$ cat src/rtl/ihp_pkg.sv
// Shared constants, codes, types and helpers of the indexed min-heap.
package ihp_pkg;

    localparam int CAPACITY  = 256;
    localparam int ID_COUNT  = 256;
    localparam int KEY_WIDTH = 32;

    localparam int ID_W   = $clog2(ID_COUNT);
    localparam int ADDR_W = $clog2(CAPACITY);
    localparam int SLOT_W = ADDR_W + 1;     // slot numbers 1..CAPACITY, also the count
    localparam int KIND_W = 2;
    localparam int ERR_W  = 3;

    // operation codes
    localparam logic [KIND_W-1:0] KIND_INSERT = 2'd0;
    localparam logic [KIND_W-1:0] KIND_DELMIN = 2'd1;
    localparam logic [KIND_W-1:0] KIND_UPDATE = 2'd2;

    // error codes
    localparam logic [ERR_W-1:0] ERR_OK      = 3'd0;
    localparam logic [ERR_W-1:0] ERR_FULL    = 3'd1;
    localparam logic [ERR_W-1:0] ERR_EMPTY   = 3'd2;
    localparam logic [ERR_W-1:0] ERR_UNKNOWN = 3'd3;
    localparam logic [ERR_W-1:0] ERR_DUP     = 3'd4;

    typedef struct packed {
        logic        [ID_W-1:0]      id;
        logic signed [KEY_WIDTH-1:0] key;
    } t_entry;

    typedef struct packed {
        logic pick_b;   // second candidate strictly smaller than first
        logic lt;       // chosen candidate strictly below the moving key
        logic gt;       // chosen candidate strictly above the moving key
    } t_cmp;

    // slot number (1-based) to memory address
    function automatic logic [ADDR_W-1:0] slot_addr(input logic [SLOT_W-1:0] s);
        logic [SLOT_W-1:0] t;
        t = s - SLOT_W'(1);
        return t[ADDR_W-1:0];
    endfunction

endpackage

$ cat src/rtl/ihp_cmp.sv
// Shared key comparator: picks the smaller of two candidates, compares it to the moving key.
module ihp_cmp (
    input  ihp_pkg::t_entry                       i_cand_a,
    input  ihp_pkg::t_entry                       i_cand_b,
    input  logic                                  i_b_valid,
    input  logic signed [ihp_pkg::KEY_WIDTH-1:0]  i_cur_key,
    output ihp_pkg::t_entry                       o_pick,
    output ihp_pkg::t_cmp                         o_cmp
);

    logic b_less;

    // left candidate wins a tie
    assign b_less        = i_b_valid && (i_cand_b.key < i_cand_a.key);
    assign o_pick        = b_less ? i_cand_b : i_cand_a;
    assign o_cmp.pick_b  = b_less;
    assign o_cmp.lt      = o_pick.key < i_cur_key;
    assign o_cmp.gt      = o_pick.key > i_cur_key;

endmodule

$ cat config.mk
export PLATFORM = sky130hd
export DESIGN_NAME = ihp_cmp
export DESIGN_NICKNAME = d
export VERILOG_FILES = /design/src/rtl/ihp_pkg.sv /design/src/rtl/ihp_cmp.sv
export SDC_FILE = /design/constraint.sdc
export NUM_CORES = 1
export LEC_CHECK = 0
export ABC_AREA = 1
export ABC_CLOCK_PERIOD_IN_PS = 5700
export BUFFER_PORTS_ARGS = -buffer_cell sky130_fd_sc_hd__buf_2
export CAP_MARGIN = 20
export CORE_ASPECT_RATIO = 1.5
export CORE_MARGIN = 4
export CORE_UTILIZATION = 41
export DETAILED_ROUTE_END_ITERATION = 12
export MAX_ROUTING_LAYER = met4
export PLACE_DENSITY = 0.82
export SYNTH_ARGS = -nofsm -noshare
export SYNTH_HDL_FRONTEND = slang
export SYNTH_SLANG_ARGS = --single-unit
$ cat constraint.sdc
create_clock -name vclk -period 5.7
set_input_delay 1.71 -clock vclk [all_inputs]
set_output_delay 1.71 -clock vclk [all_outputs]
set_load 0.02 [all_outputs]
==> Word-level counts from Yosys, hierarchy flattened <==
Index checks and enable logic that the tools add are counted.
{ "word_totals": {"wordCells": 5, "out_inout_bits": 43, "reg_bits": 0} }
{ "classes": {"n_mux": 1, "reduce_logical": 1, "magnitude_cmp": 3} }
{ "ops": {"columns": ["op", "n"], "rows": [
  ["32-bit less-than comparator", 2],
  ["40-bit 2-to-1 mux", 1],
  ["32-bit greater-than comparator", 1],
  ["1-bit logical AND", 1]
]} }

==> Longest topological paths before layout <==
Gate-level depths: netlist (run 1).
{ "logic_depth": {"depth_word": 4, "depth_mapped": 30} }

==> Worst setup path before layout (run 1) <==
Ideal clock, no wire load.
{ "synth_timing": {"path_type": "input port to output port", "start": "input port i_cand_a[31] in the netlist's numbering", "end": "output port o_cmp[0] in the netlist's numbering", "arrival_time_ps": 4619, "setup_slack_ps": -629, "cell_stages": 21, "t_required_ps": 3990, "n_path_buf": 1, "path_cell_list": "inv_1 -> ha_1 -> nand2_1 -> nor2_1 -> nand4_1 -> nor4_2 -> nand2_1 -> nand3_2 -> nand3_4 -> buf_6 -> nand2_1 -> nand2_1 -> ha_1 -> nand2_1 -> nor4_1 -> nand2_1 -> nand2_1 -> nand2_1 -> nand3_1 -> nand2_1 -> nor2_1"} }
{ "synth_lines": {"columns": ["item", "line_no", "text"], "rows": [
  ["from (decl)", "ihp_cmp.sv:3", "input ihp_pkg::t_entry i_cand_a,"],
  ["to (decl)", "ihp_cmp.sv:8", "output ihp_pkg::t_cmp o_cmp"]
]} }

==> results.toml, run 1 <==
[outcome]
status = "complete, but fails checks"
violations = "setup timing"

[power]
p_sw_frac = 0.545
p_sw_mw = 0.332
clockPowerShare = 0
p_total_mw = 0.610
comb_power_share = 1.000
power_frac_seq = 0
power_density_nw_per_um2 = 132
p_int_mw = 0.277
p_leak_nw = 2.57
ir_worst_vdd_v = 0.0000777

[sta]
clock.fmax_ghz = 0.151
rsz0062_at_grt = "true"
fin_crit_sh = 1.16
setup_violations = 2
slew_violations = 0
worstMarginPinSlew_ns = 0.312
finalHoldViolCount = 0
fin_ws_ns = -0.924
relSlewSlack = 0.792
min_period_ns = 6.62

[drt]
maxUsedRoutingLayer = "met4"
firstDrtPassIters = 5
via_count = 3730
via_per_inst = 5.44
wl_met2_um = 6000
avgRoutedWirePerCell_um = 15.8
drt-total-wl_um = 10800
wl_met3_um = 641
met1_length_um = 3720
ant_nets = 0
remaining_drc_errors = 0
drt_iter0_drc = 149

[logic_synthesis]
syn_area_per_cell_sq_um = 5.75
yosysSeqAreaShare = 0
synth_fp_nets = 588
syn_area_sq_um = 2370
ys_warn_count = 0
synth_cell_types = 22
syn-instance-count = 412

[worst_setup_path]
cpMostUsedCell = "nand2_1"
worstPathArrival_ns = 4.91
critPathTopFamily = "simple AND/OR/NAND/NOR gates"
crit_fanout = 8
critPathBufInv = 7
endpoint_kind = "output pin"
path_class = "input pin to output pin"
worstPathRequired_ns = 3.99
cp-start-kind = "input pin"
slowest_stage = "ha_4"
startpoint = "i_cand_a[31]"
slowest_delay_ns = 0.31

[run]
drv_cap = 0

[placed_design]
routabilityCongestion = 0.924
port_buffers = 156
dp_hpwl_um = 7700
dp_slack_ns = -0.792

[global_routing]
overflow = 0
grt_pass1_vias = 3812
grt_pass1_wl_um = 15900
grtUsageTotal = 0.273
grt_max_degree = 18
antenna_found_initial = 0

[final_layout]
nClkBuffers = 0
syn2layout_area_growth_pct = 94.4
drive_gt1_frac = 0.571
flops_and_latches = 0
num-nets-final = 794
insertedDiodeCount = 0
seq_area_sq_um = 0
fill_cells = 347

[die]
core_sq_um = 5530
die_w_um = 70.0
std_cell_rows = 33
die_height_um = 101
fp.dieArea_sq_um = 7080
io_pins = 156
start_util = 0.428

[worst_hold_path]
hold_path_class = "input pin to output pin"
min-delay-start = "i_cand_a[37]"

[clocking]
postCtsHoldBufs = 0
cell usage in the layout (no fill, tap or decap):
master,count
a21oi_1,20
a21oi_2,10
a31oi_1,1
and3_1,1
buf_12,2
buf_16,2
buf_2,146
buf_4,59
buf_6,9
buf_8,3
clkbuf_16,1
ha_1,23
ha_2,2
ha_4,38
inv_1,68
inv_2,11
inv_4,3
nand2_1,84
nand2_2,32
nand2_4,17
nand3_1,2
nand3_2,2
nand3_4,3
nand4_1,44
nor2_1,7
nor2_2,4
nor2_4,1
nor3_1,1
nor3_2,3
nor4_2,2
nor4_4,1
o211ai_1,2
o21a_1,1
o21ai_0,3
o21ai_1,7
o21ai_2,1
power groups by stage:
stage | clock network, mW | logic [mW] | registers (mW)
detailed placement | 0 | 0.494 | 0
global placement | 0 | 0.476 | 0
finish | 0 | 0.610 | 0
CTS | 0 | 0.562 | 0
global route | 0 | 0.659 | 0
floorplan | 0 | 0.303 | 0
final timing paths:
check	endpoint	slack, ns	cells after the start
setup / recovery	o_cmp[1]	-0.92	25
hold / removal	o_pick[37]	3.73	4
cells in the mapped netlist, drive strengths merged:
master,instances,area share
o21ai,11,0.023
clkbuf,5,0.0079
a21oi,30,0.063
inv,82,0.13
a31oi,1,0.0026
nor4,3,0.011
nand2,133,0.21
o211ai,2,0.0063
nand4,44,0.12
nor3,4,0.0085
o21a,1,0.0032
nor2,12,0.019
and3,1,0.0026
buf,13,0.039
nand3,7,0.022
ha,63,0.33
logic make-up after synthesis:
| family | synth area share |
|---|---|
| buffers and inverters | 0.177 |
| and+or+nand+nor | 0.391 |
| adders and majority gates | 0.333 |
| AOI/OAI and AO/OA | 0.0988 |
area by class of cell:
| class | instances | area [sq um] | share of cell area |
|---|---|---|---|
| multi-input cells | 312 | 2760 | 0.600 |
| inverters | 82 | 315 | 0.0685 |
| well taps | 70 | 87.6 | 0.0190 |
| repair buffers | 222 | 1440 | 0.313 |
metrics by stage:
stage / util / setup TNS [ns] / hold slack (ns) / std cells / area, sq um
2_1_floorplan: - / -0.467 / 3.55 / 412 / 2800
3_3_place_gp: 0.720 / -1.57 / 3.73 / 673 / 3980
3_5_place_dp: 0.720 / -1.54 / 3.73 / 673 / 3980
4_1_cts: 0.798 / -1.35 / 3.73 / 684 / 4420
5_1_grt: 0.832 / -2.43 / 3.77 / 686 / 4600
6_report: 0.832 / -1.81 / 3.73 / 686 / 4600
per-layer routing:
metal  vias up  GRT usage
met5         -          -
li1       1776          -
met4         0      0.119
met3        51     0.0180
met1      1702      0.277
met2       201      0.532
timing repair:
| action | in CTS | in global routing |
|---|---|---|
| endpoints found under the setup margin | 2 | 2 |
| gates resized for setup | 66 | 37 |
| buffers inserted | 9 | 1 |
| pin swaps | 41 | 16 |
| cloned | 2 | 1 |
(Power assumes the default switching activity.)
==> run 2, diff against run 1 <==
--- a/config.mk
+++ b/config.mk
@@ -5,16 +5,15 @@
 export SDC_FILE = /design/constraint.sdc
 export NUM_CORES = 1
 export LEC_CHECK = 0
-export ABC_AREA = 1
 export ABC_CLOCK_PERIOD_IN_PS = 5700
 export BUFFER_PORTS_ARGS = -buffer_cell sky130_fd_sc_hd__buf_2
 export CAP_MARGIN = 20
 export CORE_ASPECT_RATIO = 1.5
 export CORE_MARGIN = 4
-export CORE_UTILIZATION = 41
+export CORE_UTILIZATION = 45
 export DETAILED_ROUTE_END_ITERATION = 12
 export MAX_ROUTING_LAYER = met4
-export PLACE_DENSITY = 0.82
+export PLACE_DENSITY = 0.8
 export SYNTH_ARGS = -nofsm -noshare
 export SYNTH_HDL_FRONTEND = slang
 export SYNTH_SLANG_ARGS = --single-unit
==> run 2 against run 1 <==
  * The run now fails in 5_1_grt
  * Synthesized area rose by 44%
  * Synthesized cell count rose by 28%
==> results.toml, run 2 <==
[global_routing]
grt_max_degree = 43

[outcome]
status = "did not finish"
firstError = "[ERROR DPL-0038] Utilization greater than 100%, impossible to legalize"
stop_stage = "5_1_grt"

[logic_synthesis]
yosysSeqAreaShare = 0
yosys.area.top_type = "ha_1"
synth_cell_types = 42
syn_area_sq_um = 3420
synth_top_area_frac = 0.231
synth_area_leaders = "ha_1 23%, nand2_1 11%, a21oi_1 9.1%"
synth_fp_nets = 704
yosys-top-cells-count = "104 x nand2_1, 63 x ha_1, 62 x a21oi_1, 62 x inv_1, 26 x nand4_1"
synth.most_common_cell = "nand2_1"
syn-instance-count = 528
ys_warn_count = 0
syn_area_per_cell_sq_um = 6.47

[sta]
worst_endpoint = "o_cmp[1]"
worst_endpoint_kind = "primary output"

[placed_design]
placed_area_sq_um = 5370
place_inst = 873
routabilityCongestion = 0.915
dp_hpwl_um = 11300
port_buffers = 156

[die]
std_cell_rows = 38
io_pins = 156
die_height_um = 115
start_util = 0.467
die_w_um = 79.2
-- run 2: cell types whose count changed after synthesis, sizes merged, moves of 19 or more --
cell,previous run,this run
a21oi,30,62
inv,82,63
o22ai,0,23
a311o,0,23
nand2,133,104
a41o,0,23
-- run 2: stage by stage --
step                setup TNS (ns)  setup WS (ns)   util
CTS                          -8.01          -1.49  0.894
detailed placement           -7.30          -1.66  0.733
global placement             -5.72          -1.56  0.733
floorplan                    -2.08          -1.08      -
-- run 2: cell families after synthesis --
kind of cell             synth area share
AND/OR/NAND/NOR                     0.228
adder cells (fa/ha/maj)             0.231
buffers and inverters               0.131
AO/OA/AOI/OAI                       0.408
XOR/XNOR                          0.00256
-- run 2: timing repair --
action / CTS
gates cloned: 4
buffers inserted: 42
gates resized for setup: 181
setup endpoints to repair: 35
pin swaps: 75
hold buffers: 0
==> run 3, diff against run 2 <==
==> config.mk (replaced) <==
export PLATFORM = sky130hd
export DESIGN_NAME = ihp_cmp
export DESIGN_NICKNAME = d
export VERILOG_FILES = /design/src/rtl/ihp_pkg.sv /design/src/rtl/ihp_cmp.sv
export SDC_FILE = /design/constraint.sdc
export NUM_CORES = 1
export LEC_CHECK = 0
export ABC_CLOCK_PERIOD_IN_PS = 7400
export BUFFER_PORTS_ARGS = -buffer_cell sky130_fd_sc_hd__buf_2
export CAP_MARGIN = 20
export CORE_MARGIN = 4
export CORE_UTILIZATION = 30
export DETAILED_ROUTE_END_ITERATION = 12
export PLACE_DENSITY_LB_ADDON = 0.15
export SYNTH_ARGS = -nofsm -noshare
export SYNTH_HDL_FRONTEND = slang
export SYNTH_SLANG_ARGS = --single-unit
==> constraint.sdc (replaced) <==
create_clock -name vclk -period 7.4
set_input_delay 2.22 -clock vclk [all_inputs]
set_output_delay 2.22 -clock vclk [all_outputs]
set_load 0.02 [all_outputs]
==> run 3 against run 2 <==
  * The flow now finishes, with violations (setup timing)
  * Synthesized cell count unchanged
  * Synthesized area did not move
==> results.toml, run 3 <==
[outcome]
status = "complete, but fails checks"
violations = "setup timing"

[drt]
drt-total-wl_um = 15600
remaining_drc_errors = 0
firstDrtPassIters = 5
via_per_inst = 5.51
drt_iter0_drc = 284
wl_met2_um = 7790
maxUsedRoutingLayer = "met5"
avgRoutedWirePerCell_um = 16.2
via_count = 5302
ant_nets = 0
wl_met3_um = 1100
met1_length_um = 6360

[logic_synthesis]
yosys.area.top_type = "ha_1"
synth_fp_nets = 704
syn-instance-count = 528
synth_area_leaders = "ha_1 23%, nand2_1 11%, a21oi_1 9.1%"
synth_top_area_frac = 0.231
synth_cell_types = 42
synth.most_common_cell = "nand2_1"
yosysSeqAreaShare = 0
syn_area_sq_um = 3420
syn_area_per_cell_sq_um = 6.47
ys_warn_count = 0
yosys-top-cells-count = "104 x nand2_1, 63 x ha_1, 62 x a21oi_1, 62 x inv_1, 26 x nand4_1"

[die]
core_sq_um = 11000
start_util = 0.311
die_height_um = 115
io_pins = 156
die_w_um = 115
fp.dieArea_sq_um = 13200
std_cell_rows = 38

[worst_setup_path]
crit_fanout = 18
endpoint_kind = "output pin"
slowest_delay_ns = 0.37
cp_cell_sequence = "buf_8, inv_6, ha_4, a211o_1, a31oi_2, o311a_1, nor4_4, o21ai_4, buf_12, buf_4, buf_6, nand4_1, o2111ai_2, ha_1, a21o_1, a21o_1, a21oi_4, a21oi_2, nor4_4, xnor2_2, nor2_4, buf_6"
critPathTopFamily = "compound AO/OA/AOI/OAI gates"
worstPathRequired_ns = 5.18
path_class = "input pin to output pin"
critPathBufInv = 6
worstPathArrival_ns = 6.02
cp-start-kind = "input pin"
slowest_stage = "nor4_4"

[power]
ir_worst_vdd_v = 0.0000531
p_total_mw = 0.651
p_leak_nw = 3.28
power_density_nw_per_um2 = 102

[final_layout]
num-nets-final = 999
syn2layout_area_growth_pct = 87.1
final_cells = 962
drive_gt1_frac = 0.514
nClkBuffers = 0
flops_and_latches = 0
seq_area_sq_um = 0
mostFrequentLayoutCell = "buf_4"
most-common-layout-cells = "167 x buf_4, 140 x buf_2, 102 x nand2_1"
utilization = 0.582

[placed_design]
dp_hpwl_um = 11700
dp_slack_ns = -1.17
place_inst = 923
port_buffers = 156
routabilityCongestion = 0.909

[global_routing]
grt_max_degree = 44
antenna_found_initial = 2
grt_pass1_vias = 5043
grt_pass1_wl_um = 23400
grtUsageTotal = 0.210
overflow = 0

[sta]
fin_crit_sh = 1.11
fin_ws_ns = -0.839
fin_tns_setup_ns = -1.67
relSlewSlack = 0.645
clock.fmax_ghz = 0.121
worstMarginPinSlew_ns = 0.532
setup_violations = 2
slew_violations = 0
min_period_ns = 8.24
finalHoldViolCount = 0
rsz0062_at_grt = "true"

[worst_hold_path]
hold_path_class = "input pin to output pin"

[run]
drv_cap = 0
[run 3: layer usage]
layer | GRT usage | vias to the layer above
met2 | 0.389 | 224
met5 | 0 | -
met4 | 0.0399 | 2
met1 | 0.265 | 2445
li1 | - | 2607
met3 | 0.0206 | 24
[run 3: metrics by stage]
| step | area (sq um) | hold WS (ns) |
|---|---|---|
| 5_1_grt | 6390 | 4.84 |
| 2_1_floorplan | 3670 | 4.61 |
| 3_3_place_gp | 5530 | 4.80 |
| 3_5_place_dp | 5530 | 4.82 |
| 4_1_cts | 5870 | 4.82 |
| 6_report | 6390 | 4.81 |
[run 3: final timing paths]
kind                    startpoint    endpoint  slack [ns]  cells after the start
worst min-delay path  i_cand_a[37]  o_pick[37]        4.81                      4
worst max-delay path   i_cand_a[2]    o_cmp[0]       -0.84                     22
[run 3: area by class of cell]
class	count	area, sq um
Fill cell	1030	4590
Inverter	64	255
Antenna cell	1	2.50
Tap cell	140	175
Multi-Input combinational cell	421	3540
Timing Repair Buffer	336	2420
[run 3: what timing repair did]
item	CTS	global route
buffers inserted	17	18
pin swaps	22	32
gates resized for setup	30	63
gates cloned	2	2
setup endpoints to repair	2	2
hold buffers	0	0
[run 3: power breakdown]
part | internal [mW] | switching (mW)
logic | 0.323 | 0.328
clock network | 0.0000000181 | 0
registers | 0 | 0
[run 3: cells by family (layout without fill, tap and decap cells)]
logic type | Yosys count | count (layout) | synth area share
xor+xnor | 1 | 1 | 0.00256
other cells | 0 | 1 | 0
buf+inv | 107 | 400 | 0.131
simple gates | 165 | 165 | 0.228
fa+ha+maj | 63 | 63 | 0.231
compound gates | 192 | 192 | 0.408
==> run 4, diff against run 3 <==
--- a/config.mk
+++ b/config.mk
@@ -5,7 +5,7 @@
 export SDC_FILE = /design/constraint.sdc
 export NUM_CORES = 1
 export LEC_CHECK = 0
-export ABC_CLOCK_PERIOD_IN_PS = 7400
+export ABC_CLOCK_PERIOD_IN_PS = 6900
 export BUFFER_PORTS_ARGS = -buffer_cell sky130_fd_sc_hd__buf_2
 export CAP_MARGIN = 20
 export CORE_MARGIN = 4
==> constraint.sdc (replaced) <==
create_clock -name vclk -period 6.9
set_input_delay 2.07 -clock vclk [all_inputs]
set_output_delay 2.07 -clock vclk [all_outputs]
set_load 0.02 [all_outputs]
==> run 4 against run 3 <==
  * The run still ends with setup timing left
  * Die area is the same
  * Count of clock-buffer cells in the layout is the same
  * Sequential share of layout area is the same
  * Worst setup slack lost 0.18 ns
  * First-iteration DRC count shrank 32%
  * Sequential cell count is the same
  * Final area shrank 3.1%
  * Critical path type unchanged
==> results.toml, run 4 (synthesis results as in run 3) <==
[worst_setup_path]
cp-start-kind = "input pin"
path_class = "input pin to output pin"
endpoint_kind = "output pin"
worstSetupEndpoint = "o_cmp[1]"
crit_fanout = 10
worstPathArrival_ns = 5.85
startpoint = "i_cand_b[28]"
worstPathRequired_ns = 4.83

[sta]
min_period_ns = 7.92
relSlewSlack = 0.637
fin_ws_ns = -1.02
slew_violations = 0
holdWs_ns = 4.51
fin_crit_sh = 1.15
clock.fmax_ghz = 0.126
worstMarginPinSlew_ns = 0.545
finalHoldViolCount = 0
setup_violations = 3
fin_tns_setup_ns = -2.06
rsz0062_at_grt = "true"

[die]
io_pins = 156
start_util = 0.311
die_w_um = 115
die_height_um = 115
std_cell_rows = 38
core_sq_um = 11000
fp.dieArea_sq_um = 13200

[placed_design]
dp_hpwl_um = 11800
port_buffers = 156
routabilityCongestion = 0.915
dp_slack_ns = -1.26

[drt]
drt_iter0_drc = 193
ant_nets = 0
firstDrtPassIters = 5
drt-total-wl_um = 15500
avgRoutedWirePerCell_um = 16.2
via_count = 5327
via_per_inst = 5.58
remaining_drc_errors = 0

[global_routing]
antenna_found_initial = 2
grt_pass1_wl_um = 23900
grt_pass1_vias = 5136
grt_max_degree = 44
overflow = 0
grtUsageTotal = 0.215

[run]
drv_cap = 0

[final_layout]
flops_and_latches = 0
seq_area_sq_um = 0
mostFrequentLayoutCell = "buf_4"
drive_gt1_frac = 0.499
num-nets-final = 992
syn2layout_area_growth_pct = 81.3
insertedDiodeCount = 0
most-common-layout-cells = "160 x buf_4, 146 x buf_2, 102 x nand2_1"
nClkBuffers = 0

[power]
ir_worst_vdd_v = 0.0000642
power_density_nw_per_um2 = 111
p_leak_nw = 3.21

[outcome]
violations = "setup timing"
status = "complete, but fails checks"

[clocking]
postCtsHoldBufs = 0

[worst_hold_path]
hold_path_class = "input pin to output pin"
-- run 4: cell types whose count changed in the layout (fill, tap and decap cells not counted), sizes merged --
cell    before  now
diode        1    0
clkbuf       2    0
buf        333  328
-- run 4: report_power, final --
| part | internal (mW) | switching [mW] | leakage, nW |
|---|---|---|---|
| Sequential | 0 | 0 | 0 |
| Clock | 0 | 0 | 0 |
| Combinational | 0.339 | 0.351 | 3.21 |
-- run 4: per-stage QoR --
step / std cells / total power, mW / instance area, sq um / utilization
after floorplan: 528 / 0.335 / 3670 / -
after global placement: 928 / 0.580 / 5570 / 0.507
after detailed placement: 928 / 0.592 / 5570 / 0.507
after CTS: 942 / 0.641 / 5860 / 0.533
after global routing: 954 / 0.747 / 6190 / 0.564
final: 954 / 0.690 / 6190 / 0.564
-- run 4: worst max-delay path: stages --
cell       delay, ns
buf_2           0.14
ha_4            0.28
nand4_4         0.11
buf_6           0.14
a2111oi_4       0.36
nor3b_4         0.12
buf_4           0.16
bufbuf_16       0.27
a41o_1          0.20
a311o_1         0.37
ha_4            0.24
nand2_4         0.08
buf_4           0.11
o21ai_1         0.07
a211oi_2        0.20
o21ai_1         0.13
nor4_4          0.40
xnor2_2         0.19
buf_4           0.19
-- run 4: worst min path at each step --
| stage | slack [ns] | start | end | cells past startpoint |
|---|---|---|---|---|
| global route | 4.54 | i_cand_a[35] | o_pick[35] | 4 |
| floorplan | 4.31 | i_cand_a[8] | o_pick[8] | 2 |
| finish | 4.51 | i_cand_a[37] | o_pick[37] | 4 |
| detailed placement | 4.51 | i_cand_a[37] | o_pick[37] | 4 |
| CTS | 4.51 | i_cand_a[37] | o_pick[37] | 4 |
| global placement | 4.50 | i_cand_a[35] | o_pick[35] | 4 |
-- run 4: timing repair --
item | 4_1_cts | 5_1_grt
setup endpoints to repair | 2 | 3
cloned | 2 | 0
buffers inserted | 13 | 12
pin swaps | 22 | 34
gates resized for setup | 26 | 46
-- run 4: metal layers --
layer / up-vias / wire length (um) / track usage
met5: - / 27 / 0
met4: 4 / 293 / 0.0524
met3: 28 / 935 / 0.0227
met2: 216 / 7770 / 0.397
met1: 2495 / 6450 / 0.266
li1: 2584 / - / -
-- run 4: layout make-up --
cell class,instances,area [sq um]
Fill cell,1039,4790
Multi-Input combinational cell,421,3480
Timing Repair Buffer,329,2290
Inverter,64,250
Tap cell,140,175
